==> src/rtl/cmtr_pkg.sv <==
`timescale 1ns / 1ps
// ----------------------------------------------------------------------------
// Collapse map triangle remap: shared definitions
// Widths, codes, controller states and the controller/datapath interface.
// ----------------------------------------------------------------------------
package cmtr_pkg;

	localparam int IDX_W            = 12;
	localparam int CNT_W            = 13;
	localparam int MAX_VERTICES_DEF = 4096;

	localparam logic [CNT_W-1:0] KEPT_RESET = 13'd4096;

	localparam logic OP_LOAD  = 1'b0;
	localparam logic OP_REMAP = 1'b1;

	typedef enum logic [1:0] {
		ST_IDLE,
		ST_CHECK,
		ST_FETCH,
		ST_FINISH
	} cmtr_state_t;

	typedef struct packed {
		logic capture;
		logic load_write;
		logic read_req;
		logic hop_zero;
		logic hop_load;
		logic corner_done;
		logic set_error;
		logic emit;
	} cmtr_cmd_t;

	typedef struct packed {
		logic above_kept;
		logic hop_limit;
		logic in_table;
		logic last_corner;
	} cmtr_status_t;

endpackage

==> src/rtl/cmtr_ctrl.sv <==
`timescale 1ns / 1ps
// ----------------------------------------------------------------------------
// Collapse map triangle remap: controller
// Sequences the corner walks, one hop or one corner decision per step.
// ----------------------------------------------------------------------------
module cmtr_ctrl (
	input  logic                  clk,
	input  logic                  arst_n,
	input  logic                  start,
	input  logic                  op,
	input  cmtr_pkg::cmtr_status_t status,
	output cmtr_pkg::cmtr_cmd_t    cmd,
	output logic                  busy
);

	cmtr_pkg::cmtr_state_t state_q, state_d;

	always_ff @(posedge clk or negedge arst_n) begin
		if (!arst_n) begin
			state_q <= cmtr_pkg::ST_IDLE;
		end else begin
			state_q <= state_d;
		end
	end

	always_comb begin
		state_d = state_q;
		unique case (state_q)
			cmtr_pkg::ST_IDLE: begin
				if (start && op == cmtr_pkg::OP_REMAP) begin
					state_d = cmtr_pkg::ST_CHECK;
				end
			end
			cmtr_pkg::ST_CHECK: begin
				if (!status.above_kept) begin
					if (status.last_corner) begin
						state_d = cmtr_pkg::ST_FINISH;
					end
				end else if (status.hop_limit) begin
					state_d = cmtr_pkg::ST_FINISH;
				end else if (status.in_table) begin
					state_d = cmtr_pkg::ST_FETCH;
				end
			end
			cmtr_pkg::ST_FETCH: begin
				state_d = cmtr_pkg::ST_CHECK;
			end
			cmtr_pkg::ST_FINISH: begin
				state_d = cmtr_pkg::ST_IDLE;
			end
			default: begin
				state_d = cmtr_pkg::ST_IDLE;
			end
		endcase
	end

	always_comb begin
		cmd = '0;
		unique case (state_q)
			cmtr_pkg::ST_IDLE: begin
				cmd.capture    = start && op == cmtr_pkg::OP_REMAP;
				cmd.load_write = start && op == cmtr_pkg::OP_LOAD;
			end
			cmtr_pkg::ST_CHECK: begin
				if (!status.above_kept) begin
					cmd.corner_done = 1'b1;
				end else if (status.hop_limit) begin
					cmd.set_error = 1'b1;
				end else if (status.in_table) begin
					cmd.read_req = 1'b1;
				end else begin
					cmd.hop_zero = 1'b1;
				end
			end
			cmtr_pkg::ST_FETCH: begin
				cmd.hop_load = 1'b1;
			end
			cmtr_pkg::ST_FINISH: begin
				cmd.emit = 1'b1;
			end
			default: begin
				cmd = '0;
			end
		endcase
	end

	assign busy = state_q != cmtr_pkg::ST_IDLE;

endmodule

==> config.mk <==
export PLATFORM = sky130hd
export DESIGN_NAME = cmtr_ctrl
export DESIGN_NICKNAME = d
export VERILOG_FILES = /design/src/rtl/cmtr_pkg.sv /design/src/rtl/cmtr_ctrl.sv
export SDC_FILE = /design/constraint.sdc
export NUM_CORES = 1
export LEC_CHECK = 0
export ABC_CLOCK_PERIOD_IN_PS = 3500
export BUFFER_PORTS_ARGS = -buffer_cell sky130_fd_sc_hd__buf_2
export CORE_AREA = 2 2 39 41
export CTS_CLUSTER_SIZE = 24
export DETAILED_ROUTE_END_ITERATION = 8
export DIE_AREA = 0 0 41 43
export GPL_TIMING_DRIVEN = 0
export PLACE_DENSITY = 0.34
export SETUP_SLACK_MARGIN = 0.1
export SLEW_MARGIN = 20
export SYNTH_ARGS = -nofsm -noshare
export SYNTH_HDL_FRONTEND = slang
export SYNTH_SLANG_ARGS = --single-unit
==> constraint.sdc <==
create_clock -name clk -period 3.5 [get_ports clk]
set_clock_uncertainty 0.1 [all_clocks]
set_input_delay 0.875 -clock clk [delete_from_list [all_inputs] [get_ports clk]]
set_output_delay 0.875 -clock clk [all_outputs]
set_load 0.01 [all_outputs]
# Yosys cells after proc, flatten, opt, wreduce, memory -nomap -nowiden

Index checks and enable logic that the tools add are counted.

Flip-flop bits (word level): 2
Logic and storage cells: 31
Output and inout bits: 9
Input port bits: 8

Bitwise operators: 1
Multiplexer cells: 18
Eq/ne operators: 6
Reductions and logical operators: 5

Operator list:

| kind                                           | count |
|---|---|
| 2-to-1 mux 2 bit                               | 10 |
| one-hot mux 2 bit (4 select lines)             | 1 |
| 2-to-1 mux 1 bit                               | 7 |
| == test 2 bit (second input constant)          | 2 |
| != test 4 bit (second input constant)          | 1 |
| != test 3 bit (second input constant)          | 1 |
| AND reduction 3 bit                            | 1 |
| == test 2 x 1 -> 1 bit (second input constant) | 1 |
| logical AND 1 bit                              | 2 |
| zero test 2 bit                                | 1 |
| != test 2 bit (second input constant)          | 1 |
| nonzero test 2 bit                             | 1 |
| inverter 1 bit                                 | 1 |

# Longest topological paths before layout

Depth after elaboration: 4
Mapped depth: 2
Gate-level depth less buffers: 2

# Least setup slack after synthesis

Ideal clock, no wire load.

Kind: in2out
Start: in status[2] (netlist name)
End: out cmd[4] (netlist name)
Stages on the path: 1
Path slack: 1.298 ns
Data required time: 2.525 ns
Buffers on the path: 0
Arrival time: 1.227 ns
Cell sequence: nor4b_2

Word-level cells in the longest chain between the ends: 3

Ends and longest elaborated chain:

| element            | line            | source |
|---|---|---|
| start: declaration | cmtr_ctrl.sv:11 | `input cmtr_pkg::cmtr_status_t status,` |
| 2-to-1 mux 2 bit   | cmtr_ctrl.sv:67 | `end else if (status.hop_limit) begin` |
| 2-to-1 mux 2 bit   | cmtr_ctrl.sv:65 | `if (!status.above_kept) begin` |
| 2-to-1 mux 2 bit   | cmtr_ctrl.sv:59 | `unique case (state_q)` |
| end: declaration   | cmtr_ctrl.sv:12 | `output cmtr_pkg::cmtr_cmd_t cmd,` |

Every way passes these cells.

==> flow_metrics.env <==
export IMPL_layout_min_cycle_time_ns=2.40
export IMPL_grt_pass1_vias=211
export IMPL_crit_required_ns=2.52
export IMPL_synth_commonest_cells="3 x nor2_1, 2 x a211oi_1, 2 x and4b_1, 2 x dfrtp_1"
export IMPL_syn_nets=27
export IMPL_cp_num_buf_inv=2
export IMPL_clock_path_buffers=2
export IMPL_register_area_um2=50.0
export IMPL_worst_setup_path_start_kind="input pin"
export IMPL_yosysTopAreaCell="dfrtp_1"
export IMPL_drt_initial_drc_count=3
export IMPL_cts_sinks=2
export IMPL_worstPathArrival_ns=1.43
export IMPL_synth_seq_cells=2
export IMPL_cp_slowest_cell="nor4b_2"
export IMPL_yosys_warnings=0
export IMPL_drt_vias_per_instance=4.22
export IMPL_status="complete, no violations"
export IMPL_fin_ws_ns=1.10
export IMPL_grt_overflow=0
export IMPL_dp_hpwl_um=416
export IMPL_post_place_ws_ns=1.11
export IMPL_synth_edf_count=0
export IMPL_syn_inst=19
export IMPL_synth_ff_type="dfrtp_1"
export IMPL_fillers=157
export IMPL_multiInputGateArea_um2=134
export IMPL_worst_pin_slew_ns=0.223
export IMPL_grt_setup_unrepaired="no"
export IMPL_cts_tree="built"
export IMPL_fin_crit_sh_pct=68.7
export IMPL_r2r_start="state_q[1]"
export IMPL_cts_resized=0
export IMPL_core_region_area_um2=1380
export IMPL_hp_class="input pin to async pin"
export IMPL_grt_pass1_wl_um=800
export IMPL_dr_pass1_iters=4
export IMPL_io_pins=17
export IMPL_path_cells="buf_2, nor4b_2, buf_2"
export IMPL_setup_violations_final=0
export IMPL_areaGrowthSynthToFinish_pct=66.7
export IMPL_critical_path_class="input pin to primary output"
export IMPL_endpoint_kind="primary output"
export IMPL_fp_row_count=14
export IMPL_ctsHoldBuffers=0
export IMPL_tns_ns=0
export IMPL_p_per_area_nw_per_um2=676
export IMPL_place_gp_congestion=0.623
export IMPL_die_area_um2=1760
export IMPL_die_h_um=43
export IMPL_clkLatencyLatePin_ns=0.22
export IMPL_antenna_found_initial=0
export IMPL_wl_um=549
export IMPL_relSlewSlack_pct=85.0
export IMPL_path_common_cell="buf_2"
export IMPL_vias=228
export IMPL_cpLargestDelayFamily="buffers and inverters"
export IMPL_final_util_pct=22.2
export IMPL_syn_area_per_cell_um2=9.68
export IMPL_start_util_pct=13.3
export IMPL_timing_reg2reg_setup_slack_ns=2.45
export IMPL_clk_pin_slew_ns=0.03
export IMPL_synth_cell_type_count=14
export IMPL_wl_per_cell_um=10.2
export IMPL_synth_most_common_cell="nor2_1"
export IMPL_synth_area_leaders="dfrtp_1 27%, and4b_1 11%, a211oi_1 8.2%"
export IMPL_crit_start="status[2]"
export IMPL_top_regs="state_q: 2 flops"
export IMPL_drc_errors=0
export IMPL_grt_max_degree=9
export IMPL_nets=48
export IMPL_cts_root_buf="clkbuf_4"
export IMPL_antenna_cells=0
export IMPL_synth_area_um2=184
export IMPL_cap_violations=0
export IMPL_top_register="state_q"
export IMPL_drive_gt1_share_pct=63.2
export IMPL_finalNonFillerCells=54
export IMPL_place_inst=51
export IMPL_final_hold_viol_count=0
export IMPL_cts_buffers=3
export IMPL_final_max_slew_viol_count=0
export IMPL_h_tree_depth=1
export IMPL_grt_use_total_pct=7.11
export IMPL_ir_worst_vdd_v=0.000128
export IMPL_synth_top_area_share_pct=27.2
export IMPL_slowest_delay_ns=0.26
export IMPL_synth_yosys_seq_area_share_pct=27.2
export IMPL_max_clock_freq_mhz=416
export IMPL_ant_nets=0
export IMPL_die_w_um=41
export IMPL_post_cts_buffers=0
export IMPL_path_max_fanout=5
export IMPL_async_flop_share_pct=100
export IMPL_largest_reg_flops=2
export IMPL_p_leak_nw=0.164
export IMPL_numPortBuffers=16
[cell type report]
type | instances | share of cell area (%)
timing repair buffer | 16 | 26.1
clock buffer | 3 | 7.35
sequential | 2 | 16.3
multi-input combinational | 17 | 43.7
tap | 16 | 6.53
[layer usage]
| metal | GRT usage (%) | part of all wire [%] |
|---|---|---|
| met1 | 8.63 | 46 |
| met2 | 7.81 | 36 |
| met3 | 3.66 | 17 |
| met4 | 8.00 | 0 |
| met5 | 0 | 0 |
[final timing paths]
check	endpoint	depth (start not counted)
min reg2reg	state_q[1]	2
max	cmd[4]	3
min in group clk	state_q[1]	2
max reg2reg	state_q[1]	2
min	state_q[1]	1
max in group asynchronous	state_q[0]	1
[cells by family after synthesis]
logic type      share of synthesized area [%]
compound gates                           8.16
flops                                    27.2
simple gates                             64.6
[per-stage QoR]
stage	cell area (um^2)	hold slack [ns]	power, mW
floorplan	184	0.479	0.115
global placement	284	0.560	0.153
detailed placement	284	0.562	0.158
CTS	307	0.323	0.212
global route	307	0.321	0.227
finish	307	0.331	0.207
[power breakdown]
group | internal (mW) | leakage (nW) | switching, mW | total, mW
Sequential | 0.0341 | 0.0238 | 0.0188 | 0.0529
Combinational | 0.0537 | 0.126 | 0.0499 | 0.104
Clock | 0.0378 | 0.0138 | 0.0129 | 0.0507
[cell usage in the layout (no fill, tap or decap), drive strengths merged, types with 2 or more instances in the layout]
cell type / count
and4b: 2
buf: 16
a211oi: 2
nor2: 3
dfrtp: 2
clkbuf: 3
(Power assumes the default switching activity.)
